<file path="src/rtl/vlm_pkg.sv">
// shared types and codes for the vending lane motor run controller
// no dependencies; used by every module in rtl
`timescale 1ns / 1ps

package vlm_pkg;

    // input beat kinds
    localparam logic [1:0] KIND_TICK  = 2'd0;
    localparam logic [1:0] KIND_START = 2'd1;
    localparam logic [1:0] KIND_STOP  = 2'd2;

    // run phase codes
    localparam logic [1:0] PHASE_IDLE     = 2'd0;
    localparam logic [1:0] PHASE_STARTING = 2'd1;
    localparam logic [1:0] PHASE_RUNNING  = 2'd2;

    // lane mode codes
    localparam logic [1:0] MODE_UNKNOWN  = 2'd0;
    localparam logic [1:0] MODE_SPRING   = 2'h1;
    localparam logic [1:0] MODE_CONVEYOR = 2'h2;

    // error codes
    localparam logic [1:0] ERR_NONE    = 2'd0;
    localparam logic [1:0] ERR_TIMEOUT = 2'd1;
    localparam logic [1:0] ERR_BLOCKED = 2'd2;

    // register indexes
    localparam int unsigned CFG_IDX_W = 4;
    localparam logic [CFG_IDX_W-1:0] REG_START_DELAY    = 4'd0;
    localparam logic [CFG_IDX_W-1:0] REG_STOP_DELAY     = 4'd1;
    localparam logic [CFG_IDX_W-1:0] REG_TIMEOUT_TICKS  = 4'd2;
    localparam logic [CFG_IDX_W-1:0] REG_PULSE_MIN_TIME = 4'd3;
    localparam logic [CFG_IDX_W-1:0] REG_COIL_PULSE     = 4'd4;
    localparam logic [CFG_IDX_W-1:0] REG_CONVEYOR_PULSE = 4'd5;
    localparam logic [CFG_IDX_W-1:0] REG_CURRENT_LIMIT  = 4'd6;
    localparam logic [CFG_IDX_W-1:0] REG_BLOCK_TICKS    = 4'd7;

    localparam int unsigned CFG_DATA_W = 16;
    localparam int unsigned IN_DATA_W  = 40;
    localparam int unsigned OUT_DATA_W = 24;

    typedef struct packed {
        logic [15:0] start_delay;
        logic [15:0] stop_delay;
        logic [15:0] timeout_ticks;
        logic [15:0] pulse_min_time;
        logic [15:0] coil_pulse_time;
        logic [15:0] conveyor_pulse_time;
        logic [11:0] current_limit;
        logic [15:0] block_ticks;
    } t_cfg;

    typedef struct packed {
        logic        enable_flag;
        logic [1:0]  phase;
        logic [3:0]  sel_x;
        logic [2:0]  sel_y;
        logic [15:0] run_ticks;
        logic [15:0] trigger_tick;
        logic [15:0] overcurrent_count;
        logic [1:0]  mode_reg;
        logic [1:0]  err_reg;
        logic        pos_err_reg;
        logic        fall_latch;
    } t_state;

    typedef struct packed {
        logic [1:0]  kind;
        logic [3:0]  lane_x;
        logic [2:0]  lane_y;
        logic        pos_level;
        logic        pos_falling;
        logic [15:0] pulse_high_time;
        logic [11:0] motor_current;
    } t_item;

    typedef struct packed {
        logic        accepted;
        logic        drive_on;
        logic [3:0]  drive_x;
        logic [2:0]  drive_y;
        logic [1:0]  run_phase;
        logic [1:0]  lane_mode;
        logic [1:0]  error_code;
        logic        position_error;
        logic        finished;
    } t_result;

endpackage

</file>
<file path="src/rtl/vend_lane_motor_run_controller_core.sv">
// top level of the vending lane motor run controller
// depends on vlm_pkg, vlm_cfg_regs and vlm_step_logic
`timescale 1ns / 1ps

// Runs the motor of one lane in a vending lane matrix. Every input beat (a tick,
// a start request or a stop request) produces exactly one status beat on the
// master side in the cycle after it is taken. A new beat can be taken in every
// cycle: the whole update is one pass of compare and counter logic between the
// run state register and the output register, and the input side stays ready
// while a result waits as long as the output register is being drained in the
// same cycle. Sustained rate is one beat per clock while the master side keeps
// tready high. The configuration write channel is always ready; write registers
// only while no beats are in flight.

module vend_lane_motor_run_controller_core #(
    parameter int COLUMNS          = 16,
    parameter int ROWS             = 8,
    parameter int MODE_CHECK_TICKS = 300
) (
    input  logic                            i_clk,
    input  logic                            i_rst_n,
    // slave side
    input  logic                            i_s_axis_tvalid,
    output logic                            o_s_axis_tready,
    // lane_x[3:0] lane_y[6:4] pos_level[7] pos_falling[8] pulse_high_time[24:9]
    // motor_current[36:25], zero pad [39:37]
    input  logic [vlm_pkg::IN_DATA_W-1:0]   i_s_axis_tdata,
    // kind[1:0]
    input  logic [1:0]                      i_s_axis_tuser,
    // master side
    output logic                            o_m_axis_tvalid,
    input  logic                            i_m_axis_tready,
    // accepted[0] drive_on[1] drive_x[5:2] drive_y[8:6] run_phase[10:9]
    // lane_mode[12:11] error_code[14:13] position_error[15] finished[16],
    // zero pad [23:17]
    output logic [vlm_pkg::OUT_DATA_W-1:0]  o_m_axis_tdata,
    // configuration writes
    input  logic                            i_cfg_valid,
    output logic                            o_cfg_ready,
    input  logic [vlm_pkg::CFG_IDX_W-1:0]   i_cfg_index,
    input  logic [vlm_pkg::CFG_DATA_W-1:0]  i_cfg_data
);

    vlm_pkg::t_cfg    cfg;
    vlm_pkg::t_item   item;
    vlm_pkg::t_state  r_state;
    vlm_pkg::t_state  n_state;
    vlm_pkg::t_result result;

    logic                           r_m_tvalid;
    logic [vlm_pkg::OUT_DATA_W-1:0] r_m_tdata;
    logic                           in_beat;

    // config port never stalls
    assign o_cfg_ready = 1'b1;

    vlm_cfg_regs u_cfg (
        .i_clk   (i_clk),
        .i_rst_n (i_rst_n),
        .i_wr    (i_cfg_valid && o_cfg_ready),
        .i_index (i_cfg_index),
        .i_data  (i_cfg_data),
        .o_cfg   (cfg)
    );

    // unpack the incoming beat
    always_comb begin
        item.kind            = i_s_axis_tuser;
        item.lane_x          = i_s_axis_tdata[3:0];
        item.lane_y          = i_s_axis_tdata[6:4];
        item.pos_level       = i_s_axis_tdata[7];
        item.pos_falling     = i_s_axis_tdata[8];
        item.pulse_high_time = i_s_axis_tdata[24:9];
        item.motor_current   = i_s_axis_tdata[36:25];
    end

    vlm_step_logic #(
        .COLUMNS          (COLUMNS),
        .ROWS             (ROWS),
        .MODE_CHECK_TICKS (MODE_CHECK_TICKS)
    ) u_step (
        .i_cfg    (cfg),
        .i_state  (r_state),
        .i_item   (item),
        .o_next   (n_state),
        .o_result (result)
    );

    // take a beat whenever the output register is empty or draining now
    assign o_s_axis_tready = !r_m_tvalid || i_m_axis_tready;
    assign in_beat         = i_s_axis_tvalid && o_s_axis_tready;

    // run state register
    always_ff @(posedge i_clk) begin
        if (!i_rst_n) begin
            r_state <= '0;
        end else if (in_beat) begin
            r_state <= n_state;
        end
    end

    // output register: valid is control, data is payload
    always_ff @(posedge i_clk) begin
        if (!i_rst_n) begin
            r_m_tvalid <= 1'b0;
        end else if (in_beat) begin
            r_m_tvalid <= 1'b1;
        end else if (i_m_axis_tready) begin
            r_m_tvalid <= 1'b0;
        end
    end

    always_ff @(posedge i_clk) begin
        if (in_beat) begin
            r_m_tdata <= {7'd0,
                          result.finished,
                          result.position_error,
                          result.error_code,
                          result.lane_mode,
                          result.run_phase,
                          result.drive_y,
                          result.drive_x,
                          result.drive_on,
                          result.accepted};
        end
    end

    assign o_m_axis_tvalid = r_m_tvalid;
    assign o_m_axis_tdata  = r_m_tdata;

endmodule

</file>
<file path="src/rtl/vlm_cfg_regs.sv">
// configuration register file of the lane motor run controller
// depends on vlm_pkg
`timescale 1ns / 1ps

module vlm_cfg_regs (
    input  logic                            i_clk,
    input  logic                            i_rst_n,
    input  logic                            i_wr,
    input  logic [vlm_pkg::CFG_IDX_W-1:0]   i_index,
    input  logic [vlm_pkg::CFG_DATA_W-1:0]  i_data,
    output vlm_pkg::t_cfg                   o_cfg
);

    vlm_pkg::t_cfg r_cfg;

    always_ff @(posedge i_clk) begin
        if (!i_rst_n) begin
            r_cfg.start_delay         <= 16'd20;
            r_cfg.stop_delay          <= 16'd50;
            r_cfg.timeout_ticks       <= 16'd1000;
            r_cfg.pulse_min_time      <= 16'd5;
            r_cfg.coil_pulse_time     <= 16'd100;
            r_cfg.conveyor_pulse_time <= 16'd10;
            r_cfg.current_limit       <= 12'd2000;
            r_cfg.block_ticks         <= 16'd30;
        end else if (i_wr) begin
            unique case (i_index)
                vlm_pkg::REG_START_DELAY:    r_cfg.start_delay         <= i_data;
                vlm_pkg::REG_STOP_DELAY:     r_cfg.stop_delay          <= i_data;
                vlm_pkg::REG_TIMEOUT_TICKS:  r_cfg.timeout_ticks       <= i_data;
                vlm_pkg::REG_PULSE_MIN_TIME: r_cfg.pulse_min_time      <= i_data;
                vlm_pkg::REG_COIL_PULSE:     r_cfg.coil_pulse_time     <= i_data;
                vlm_pkg::REG_CONVEYOR_PULSE: r_cfg.conveyor_pulse_time <= i_data;
                vlm_pkg::REG_CURRENT_LIMIT:  r_cfg.current_limit       <= i_data[11:0];
                vlm_pkg::REG_BLOCK_TICKS:    r_cfg.block_ticks         <= i_data;
                default: ;
            endcase
        end
    end

    assign o_cfg = r_cfg;

endmodule

</file>
<file path="src/rtl/vlm_step_logic.sv">
// single-beat update of the run state and the status result
// depends on vlm_pkg; purely combinational
`timescale 1ns / 1ps

module vlm_step_logic #(
    parameter int COLUMNS          = 16,
    parameter int ROWS             = 8,
    parameter int MODE_CHECK_TICKS = 300
) (
    input  vlm_pkg::t_cfg    i_cfg,
    input  vlm_pkg::t_state  i_state,
    input  vlm_pkg::t_item   i_item,
    output vlm_pkg::t_state  o_next,
    output vlm_pkg::t_result o_result
);

    localparam logic [15:0] MODE_CHECK_AT = 16'(MODE_CHECK_TICKS);

    vlm_pkg::t_state n_state;
    logic            accepted;
    logic            active;
    logic [15:0]     rt_inc;
    logic [15:0]     trig_dist;
    logic            lane_ok;

    assign active    = (i_state.phase != vlm_pkg::PHASE_IDLE);
    assign rt_inc    = i_state.run_ticks + 16'd1;
    assign trig_dist = rt_inc - i_state.trigger_tick;
    assign lane_ok   = (32'(i_item.lane_x) < 32'(COLUMNS)) && (32'(i_item.lane_y) < 32'(ROWS));

    always_comb begin
        n_state  = i_state;
        accepted = 1'b0;
        case (i_item.kind)
            vlm_pkg::KIND_TICK: begin
                if (i_state.enable_flag && active && i_item.pos_falling) begin
                    n_state.fall_latch = 1'b1;
                end
                if (!i_state.enable_flag) begin
                    n_state.phase = vlm_pkg::PHASE_IDLE;
                end else if (!active) begin
                    // first tick after start: energize and clear run bookkeeping
                    n_state.phase             = vlm_pkg::PHASE_STARTING;
                    n_state.run_ticks         = 16'd0;
                    n_state.trigger_tick      = 16'd0;
                    n_state.err_reg           = vlm_pkg::ERR_NONE;
                    n_state.overcurrent_count = 16'd0;
                    n_state.mode_reg          = vlm_pkg::MODE_UNKNOWN;
                end else begin
                    n_state.run_ticks = rt_inc;
                    if (rt_inc == i_cfg.start_delay) begin
                        n_state.fall_latch  = 1'b0;
                        n_state.pos_err_reg = i_item.pos_level;
                        n_state.phase       = vlm_pkg::PHASE_RUNNING;
                    end else if (rt_inc > i_cfg.start_delay) begin
                        if (i_state.trigger_tick != 16'd0) begin
                            // conveyor run-on after trigger
                            if (trig_dist > i_cfg.stop_delay) begin
                                n_state.enable_flag  = 1'b0;
                                n_state.phase        = vlm_pkg::PHASE_IDLE;
                                n_state.trigger_tick = 16'd0;
                            end
                        end else if (n_state.fall_latch) begin
                            n_state.fall_latch = 1'b0;
                            if (i_item.pulse_high_time > i_cfg.pulse_min_time) begin
                                if (i_item.pulse_high_time > i_cfg.coil_pulse_time) begin
                                    n_state.mode_reg     = vlm_pkg::MODE_SPRING;
                                    n_state.enable_flag  = 1'b0;
                                    n_state.phase        = vlm_pkg::PHASE_IDLE;
                                    n_state.trigger_tick = 16'd0;
                                end else if (i_item.pulse_high_time >
                                             i_cfg.conveyor_pulse_time) begin
                                    n_state.mode_reg     = vlm_pkg::MODE_CONVEYOR;
                                    n_state.trigger_tick = rt_inc;
                                end
                            end
                        end else if (rt_inc == i_cfg.timeout_ticks) begin
                            n_state.err_reg      = vlm_pkg::ERR_TIMEOUT;
                            n_state.enable_flag  = 1'b0;
                            n_state.phase        = vlm_pkg::PHASE_IDLE;
                            n_state.trigger_tick = 16'd0;
                        end else if (i_item.motor_current > i_cfg.current_limit) begin
                            if (i_state.overcurrent_count < i_cfg.block_ticks) begin
                                n_state.overcurrent_count = i_state.overcurrent_count + 16'd1;
                            end else begin
                                n_state.err_reg      = vlm_pkg::ERR_BLOCKED;
                                n_state.enable_flag  = 1'b0;
                                n_state.phase        = vlm_pkg::PHASE_IDLE;
                                n_state.trigger_tick = 16'd0;
                            end
                        end else if (rt_inc == MODE_CHECK_AT) begin
                            n_state.mode_reg = i_item.pos_level ? vlm_pkg::MODE_SPRING
                                                                : vlm_pkg::MODE_CONVEYOR;
                        end
                    end
                end
            end
            vlm_pkg::KIND_START: begin
                if (!active && lane_ok) begin
                    n_state.enable_flag = 1'b1;
                    n_state.sel_x       = i_item.lane_x;
                    n_state.sel_y       = i_item.lane_y;
                    accepted            = 1'b1;
                end
            end
            vlm_pkg::KIND_STOP: begin
                n_state.enable_flag = 1'b0;
            end
            default: ;
        endcase
    end

    always_comb begin
        o_result.accepted       = accepted;
        o_result.drive_on       = (n_state.phase != vlm_pkg::PHASE_IDLE);
        o_result.drive_x        = o_result.drive_on ? n_state.sel_x : 4'd0;
        o_result.drive_y        = o_result.drive_on ? n_state.sel_y : 3'd0;
        o_result.run_phase      = n_state.phase;
        o_result.lane_mode      = n_state.mode_reg;
        o_result.error_code     = n_state.err_reg;
        o_result.position_error = n_state.pos_err_reg;
        o_result.finished       = active && !o_result.drive_on;
    end

    assign o_next = n_state;

endmodule

</file>
<file path="config.mk">
export PLATFORM = sky130hd
export DESIGN_NAME = vend_lane_motor_run_controller_core
export DESIGN_NICKNAME = d
export VERILOG_FILES = /design/src/rtl/vlm_pkg.sv /design/src/rtl/vend_lane_motor_run_controller_core.sv /design/src/rtl/vlm_cfg_regs.sv /design/src/rtl/vlm_step_logic.sv
export SDC_FILE = /design/constraint.sdc
export NUM_CORES = 1
export LEC_CHECK = 0
export BUFFER_PORTS_ARGS = -buffer_cell sky130_fd_sc_hd__buf_2
export CELL_PAD_IN_SITES_DETAIL_PLACEMENT = 0
export CELL_PAD_IN_SITES_GLOBAL_PLACEMENT = 1
export CORE_MARGIN = 3
export CORE_UTILIZATION = 33
export DETAILED_ROUTE_END_ITERATION = 8
export PLACE_DENSITY_LB_ADDON = 0.08
export SYNTH_ARGS = -nofsm -noshare
export SYNTH_HDL_FRONTEND = slang
export SYNTH_HIERARCHICAL = 1
export SYNTH_SLANG_ARGS = --single-unit
export TNS_END_PERCENT = 100
</file>
<file path="constraint.sdc">
create_clock -name i_clk -period 8.19 [get_ports i_clk]
set_clock_uncertainty 0.1 [all_clocks]
set_input_delay 0.819 -clock i_clk [delete_from_list [all_inputs] [get_ports i_clk]]
set_output_delay 0.819 -clock i_clk [all_outputs]
set_load 0.02 [all_outputs]
</file>
==> results of run 1 <==
[per-stage QoR]
step	total power [mW]	hold WS, ns	area [um2]	setup slack, ns
after global placement	1.26	0.341	14500	1.81
after global routing	2.67	0.373	15500	1.45
after detailed placement	1.27	0.347	14500	1.80
final	2.56	0.354	15500	1.84
after floorplan	1.20	0.331	13800	3.25
after CTS	2.60	0.356	15500	1.77
[cells by family after synthesis]
logic type	share of synthesized area
adder cells (fa/ha/maj)	0.114
AND/OR/NAND/NOR	0.210
flip-flops	0.311
other	0.000544
buffers and inverters	0.0806
XOR/XNOR	0.0318
AO/OA/AOI/OAI	0.127
multiplexers	0.125
[cell usage in the layout, fill, tap and decap left out, drive strengths merged, types with 5 or more instances in the layout]
cell	synthesis	final
nand2	319	319
dfxtp	189	189
mux2i	164	164
inv	145	145
ha	124	124
buf	53	96
o21ai	78	78
a21oi	61	61
nand3	58	58
nor2	52	52
nand4	40	40
clkbuf	40	38
xnor2	30	30
o211ai	25	25
nor2b	23	23
a21o	19	19
nor3	18	18
edfxtp	17	17
xor2	15	15
o31ai	15	15
nor4	14	14
and3	12	12
a31oi	11	11
or3	10	10
nand2b	10	10
or4	10	10
a22o	9	9
conb	2	8
mux2	8	8
and4	7	7
a211oi	6	6
clkinv	0	5
[critical path: stages (launching register included)]
cell and delay [ns]:
dfxtp_1 0.66, ha_1 0.43, nand3_1 0.21, xnor2_1 0.55
ha_1 0.37, or2_2 0.30, a21oi_1 0.14, a31oi_1 0.08
a41oi_1 0.32, a21oi_1 0.16, a21oi_1 0.17, o21ai_0 0.11
xor2_1 0.17, ha_1 0.30, a21o_1 0.18, a21o_1 0.17
a21oi_1 0.12, o21ai_0 0.10, o21ai_0 0.28, a21o_1 0.51
a311oi_1 0.10, a221o_1 0.52, nor2b_1 0.15
[flip-flops by register name (all words and copies together), names as in the netlist]
| signal | flops |
|---|---|
| o_m_axis_tvalid | 1 |
| o_m_axis_tdata | 17 |
| r_state | 64 |
| u_cfg/o_cfg | 124 |
[how the worst min path moves through the flow]
stage,endpoint,slack [ns]
after floorplan,r_state[1]$_SDFFE_PN0P_,0.33
after global placement,r_state[1]$_SDFFE_PN0P_,0.34
after detailed placement,u_cfg/o_cfg[63]$_SDFFE_PN0P_,0.35
after CTS,u_cfg/o_cfg[63]$_SDFFE_PN0P_,0.36
after global routing,u_cfg/o_cfg[63]$_SDFFE_PN0P_,0.37
final,u_cfg/o_cfg[102]$_SDFFE_PN0P_,0.35
[metal layers]
metal	vias to the layer above	part of all wire	global-route usage
met4	0	0.023	0.0469
met5	-	0	0
met2	204	0.44	0.291
met3	46	0.041	0.0266
met1	5242	0.50	0.265
li1	5856	-	-
[cell type report]
class | instances | share of cell area
antenna | 1 | 0.000162
clock buffer | 37 | 0.0534
clock inverter | 13 | 0.0115
inverter | 145 | 0.0352
multi-input combinational | 1214 | 0.545
sequential | 206 | 0.278
tap | 532 | 0.0430
timing repair buffer | 97 | 0.0344
[where the power goes]
part / internal [mW] / switching (mW)
clock network: 0.829 / 0.486
logic: 0.0680 / 0.134
registers: 1.03 / 0.00791
total: 1.93 / 0.628
==> impl_results.md, run 1 <==
* Status: completed
* Area share of the largest cell type after synthesis at 0.274
* Slew headroom at 0.255
* Die width at ~210 um
* Post-CTS Setup Bufs at 0
* Post-synth top cells: nand2_1 (315), dfxtp_1 (189), mux2i_1 (164)
* H-tree depth at 1
* RSZ-0062 raised after global routing: false
* DRT iter0 DRCs at 567
* Gpl congestion at a little over 0.8
* Power Density at approximately 170 mW/mm2
* Final core occ at 0.376
* Critical Path Sink Type: flop
* Rows at 74
* Core Area at 0.0411 mm2
* Area leader, netlist: dfxtp_1
* Worst-path fanout max at 11
* Cell area after synthesis at around 0.014 mm2
* Crit start category: flop
* Syn avg cell area at approximately 8.4 um2
* Multi-input logic area at between 0.008 and 0.009 mm2
* Vias in the first global route at 11044
* Layout cells sized above 1 at 0.110
* Dpl cells at 2194
* Number of I/O port buffers at between 80 and 90
* Fillers at roughly 4300
* Worst Path Required at about 8.5 ns
* Crit path from: r_state[38]$_SDFFE_PN0P_
* Synth cell types at 90
* Hold buffers post-CTS at 0
* Reg area at roughly 0.0043 mm2
* Remaining global-route overflow at 0
* Final hold viol count at 0
* EDFF count, synth at 17
* Hpwl dp at between 30000 and 40000 um
* Most used DFF post-synth: dfxtp_1
* Period utilization at 0.775
* Max Slew Vio Count at 0
* R2R depth at 22
* Clock root cell: clkbuf_16
* Die Span Y at 211 um
* Clk sinks at approximately 200
* Via count at about 11000
* R2R Path End: o_m_axis_tdata[2]$_DFFE_PP_
* # DRC at 0
* Synth area leaders: dfxtp_1 (27%), mux2i_1 (12%), ha_1 (11%)
* Fin Setup TNS at 0 ns
* Endpoints failing setup at 0
* Total Wirelength at just over 40000 um
* GRT Resource Usage Total at 0.185
* FF-to-FF Start: r_state[38]$_SDFFE_PN0P_
* Layout net count at ~1900
* Post-Layout Cell Count at approximately 2200
* Initial Utilization at 0.336
* Largest net degree at the start of global routing at about 120
* Syn-to-layout area delta at 12.0%
* Flop2flop setup slack at 1.84 ns
* Register area share after synthesis at 0.311
* Synth warn at 6
* Post-CTS sizing at 0
* CTS tree: done
* Clk Latency, worst-skew pair at between 0.5 and 0.6 ns
* Vias/cell at 5.05
* Initial antenna violation count at 1
* Ports at between 90 and 100
* CTS buffer count at 28
* DIE AREA at around 0.044 mm2
* MaxCap Viol Count at 0
* Worst Setup EP: o_m_axis_tdata[2]$_DFFE_PP_
* Tmin final at about 6.3 ns
* Detail Route Antenna Nets at 0
* Slew @ Worst Pin at about 1.1 ns
* First-pass iteration count of the detailed router at 5
* Critical Path AT at 6.66 ns
* Asr flop ratio synth at 0
* VDD IR max at between 0.15 and 0.2 mV
* CTS Buffer Depth at 3
* Worst Hold Class: reg2reg
* Hold_sp: u_cfg/o_cfg[102]$_SDFFE_PN0P_
* Hold Path Depth at 2
* First-pass GRT wire length at between 60000 and 70000 um
* Top-count cell post-synth: nand2_1
* Wirelength per Cell at approximately 18 um
* #FFs+latches synth at 206
* Leak at 6.72 nW
* Setup CP Type: reg2reg
* Fmax at between 150 and 200 MHz
* Clock transition at the registers of the reported paths at roughly 0.060 ns
* Mapped Cells at ~1700
No activity file was read; power rests on OpenSTA's default activity.
==> run 2: changes to the inputs <==
- clock period: 8.19 -> 6.3 ns (I/O delays scaled with it)
==> impl_results.md, run 2 (same netlist as run 1, synthesis figures left out) <==
* Status: completed (unchanged)
* Initial Utilization at 0.336 (unchanged)
* Fmax at 175 MHz (was 158 MHz)
* Clk sinks at 206 (unchanged)
* RSZ-0062 raised after global routing: false (unchanged)
* Power Density at 205 mW/mm2 (was 165 mW/mm2)
* Core Area at 0.0411 mm2 (unchanged)
* Clock root cell: clkbuf_16 (unchanged)
* Wirelength per Cell at 18.6 um (was 18.3 um)
* Flop2flop setup slack at 0.59 ns (was 1.84 ns)
* Cell family with most CP delay: compound AO/OA/AOI/OAI gates (unchanged)
* Layout cells sized above 1 at 0.115 (was 0.110)
* Hold_sp: i_s_axis_tvalid (was u_cfg/o_cfg[102]$_SDFFE_PN0P_)
* Max Slew Vio Count at 0 (unchanged)
* DRT iter0 DRCs at 674 (was 567)
* Worst Hold Class: in2reg (was reg2reg)
* VDD IR max at 0.163 mV (was 0.153 mV)
* Tmin final at 5.71 ns (was 6.35 ns)
* Max reg flops at 124 (unchanged)
* Hold endpoint: o_m_axis_tvalid$_SDFFE_PN0P_ (was u_cfg/o_cfg[102]$_SDFFE_PN0P_)
* Total Wirelength at 42000 um (was 41200 um)
* # DRC at 0 (unchanged)
* Leak at 6.73 nW (was 6.72 nW)
* Syn-to-layout area delta at 11.8% (was 12.0%)
* Fin Setup TNS at 0 ns (unchanged)
* FF-to-FF Start: r_state[41]$_SDFFE_PN0P_ (was r_state[38]$_SDFFE_PN0P_)
* Critical Path Sink Type: flop (unchanged)
* First-pass iteration count of the detailed router at 5 (unchanged)
* Slew headroom at 0.274 (was 0.255)
* CTS Buffer Depth at 3 (unchanged)
* Crit-path cells: nand4_4, nor2_1, nand2_1, xnor2_1, ha_1, nand3_1, nand2_1, a41oi_1, a21oi_1, a21oi_1, o21ai_0, xor2_1, ha_1, a21o_1, a21o_1, a21oi_1, o21ai_0, o21ai_0, a21o_1, a311oi_1, a221o_1, nor2b_1 (was ha_1, nand3_1, xnor2_1, ha_1, or2_2, a21oi_1, a31oi_1, a41oi_1, a21oi_1, a21oi_1, o21ai_0, xor2_1, ha_1, a21o_1, a21o_1, a21oi_1, o21ai_0, o21ai_0, a21o_1, a311oi_1, a221o_1, nor2b_1)
* Vias in the first global route at 11067 (was 11044)
* Clk Latency, worst-skew pair at 0.56 ns (about the same)
* R2R depth at 22 (unchanged)
* Gpl congestion at 0.827 (was 0.831)
* CTS buffer count at 26 (was 28)
* Final hold viol count at 0 (unchanged)
* Slew @ Worst Pin at 1.06 ns (was 1.12 ns)
* Die Span Y at 211 um (unchanged)
* Worst-path fanout max at 14 (was 11)
* DIE AREA at 0.0443 mm2 (unchanged)
* GRT Resource Usage Total at 0.186 (was 0.185)
* Period utilization at 0.906 (was 0.775)
* R2R Path End: o_m_axis_tdata[5]$_DFFE_PP_ (was o_m_axis_tdata[2]$_DFFE_PP_)
* Hold WS at 0.226 ns (was 0.354 ns)
* Remaining global-route overflow at 0 (unchanged)
* Buffers & Inverters on Critical Path at 0 (unchanged)
* Via count at 11595 (was 11348)
* Hold Path Depth at 3 (was 2)
* Hpwl dp at 30900 um (was 30100 um)
* Initial antenna violation count at 1 (unchanged)
* Crit start category: flop (unchanged)
* H-tree depth at 1 (unchanged)
* MaxCap Viol Count at 0 (unchanged)
* Endpoints failing setup at 0 (unchanged)
* Clock transition at the registers of the reported paths at 0.06 ns (about the same)
* Worst Path Required at 6.60 ns (was 8.51 ns)
* Slowest cell on the critical path: dfxtp_1 (unchanged)
* Largest stage delay, worst path at 0.60 ns (was 0.66 ns)
* Die width at 211 um (unchanged)
* Vias/cell at 5.14 (was 5.05)
* Commonest cells after routing, fill and taps aside: nand2_1 (315), dfxtp_1 (189), mux2i_1 (164), inv_1 (145), ha_1 (123) (was nand2_1 (315), dfxtp_1 (189), mux2i_1 (164), inv_1 (145), ha_1 (124))
* Critical Path AT at 6.01 ns (was 6.66 ns)
* First-pass GRT wire length at 65000 um (was 64700 um)
* Number of I/O port buffers at 82 (unchanged)
* Most common cell after layout, fill and taps aside: nand2_1 (unchanged)
* Rows at 74 (unchanged)
* Largest net degree at the start of global routing at 90 (was 116)
* Detail Route Antenna Nets at 0 (unchanged)
* Ports at 94 (unchanged)
* Fillers at 4282 (was 4297)
* Layout net count at 1896 (was 1884)
* CTS tree: done (unchanged)
* WP depth at 22 (unchanged)
* Setup CP Type: reg2reg (unchanged)
==> run 2: changes by cell type in the layout (fill, tap and decap cells not counted), sizes merged <==
cell      delta
inv          +1
bufinv       -2
buf         +14
clkinvlp     -2
==> run 2: layout make-up <==
| type | instances | area, um2 | share of cell area |
|---|---|---|---|
| diodes | 1 | 2.50 | 0.000162 |
| flip-flops and latches | 206 | 4290 | 0.278 |
| clock buffers | 37 | 763 | 0.0494 |
| multi-input cells | 1214 | 8430 | 0.546 |
| clock inverters | 10 | 113 | 0.00729 |
| well taps | 532 | 666 | 0.0431 |
| repair buffers | 111 | 637 | 0.0412 |
| inverters | 145 | 544 | 0.0352 |
==> run 2: repair_timing <==
item	in CTS	in global routing
setup buffers	0	0
endpoints found under the setup margin	0	1
hold buffers	0	0
gates resized for setup	0	1
==> run 2: power by group <==
group | leakage (nW) | switching (mW) | internal (mW) | total [mW]
clock | 0.427 | 0.626 | 0.924 | 1.55
sequential | 1.70 | 0.0101 | 1.34 | 1.35
combinational | 4.60 | 0.177 | 0.0885 | 0.265
==> run 2: worst register-to-register path, delay by kind of cell (launching register included) <==
family / cells / cell delay (ns)
xor+xnor: 2 / 0.50
compound gates: 12 / 2.58
flops: 1 / 0.60
fa+ha+maj: 2 / 0.68
simple gates: 6 / 1.08
==> run 2: how the worst max path moves through the flow <==
stage	start	end	slack [ns]
6_report	r_state[41]$_SDFFE_PN0P_	o_m_axis_tdata[5]$_DFFE_PP_	0.59
5_1_grt	r_state[39]$_SDFFE_PN0P_	o_m_axis_tdata[5]$_DFFE_PP_	0.09
4_1_cts	r_state[39]$_SDFFE_PN0P_	o_m_axis_tdata[5]$_DFFE_PP_	0.43
3_5_place_dp	r_state[39]$_SDFFE_PN0P_	o_m_axis_tdata[5]$_DFFE_PP_	0.48
3_3_place_gp	r_state[39]$_SDFFE_PN0P_	o_m_axis_tdata[5]$_DFFE_PP_	0.50
2_1_floorplan	r_state[38]$_SDFFE_PN0P_	o_m_axis_tdata[9]$_DFFE_PP_	1.36
==> run 2: stage by stage <==
stage	util	total power [mW]	cells	area (um2)	setup WS (ns)
after global placement	0.354	1.65	2208	14600	0.497
after detailed placement	0.354	1.65	2208	14600	0.484
after global routing	0.376	3.30	2255	15400	0.0899
after CTS	0.376	3.22	2255	15400	0.435
after floorplan	-	1.56	1658	13800	1.36
final	0.376	3.17	2256	15400	0.590
==> run 2: layer usage <==
metal  up-vias  global-route usage  wire length [um]
li1       5871                   -                 -
met1      5428               0.265             20500
met2       239               0.291             18400
met3        57              0.0307              1950
met4         0              0.0554              1140
met5         -                   0                 0
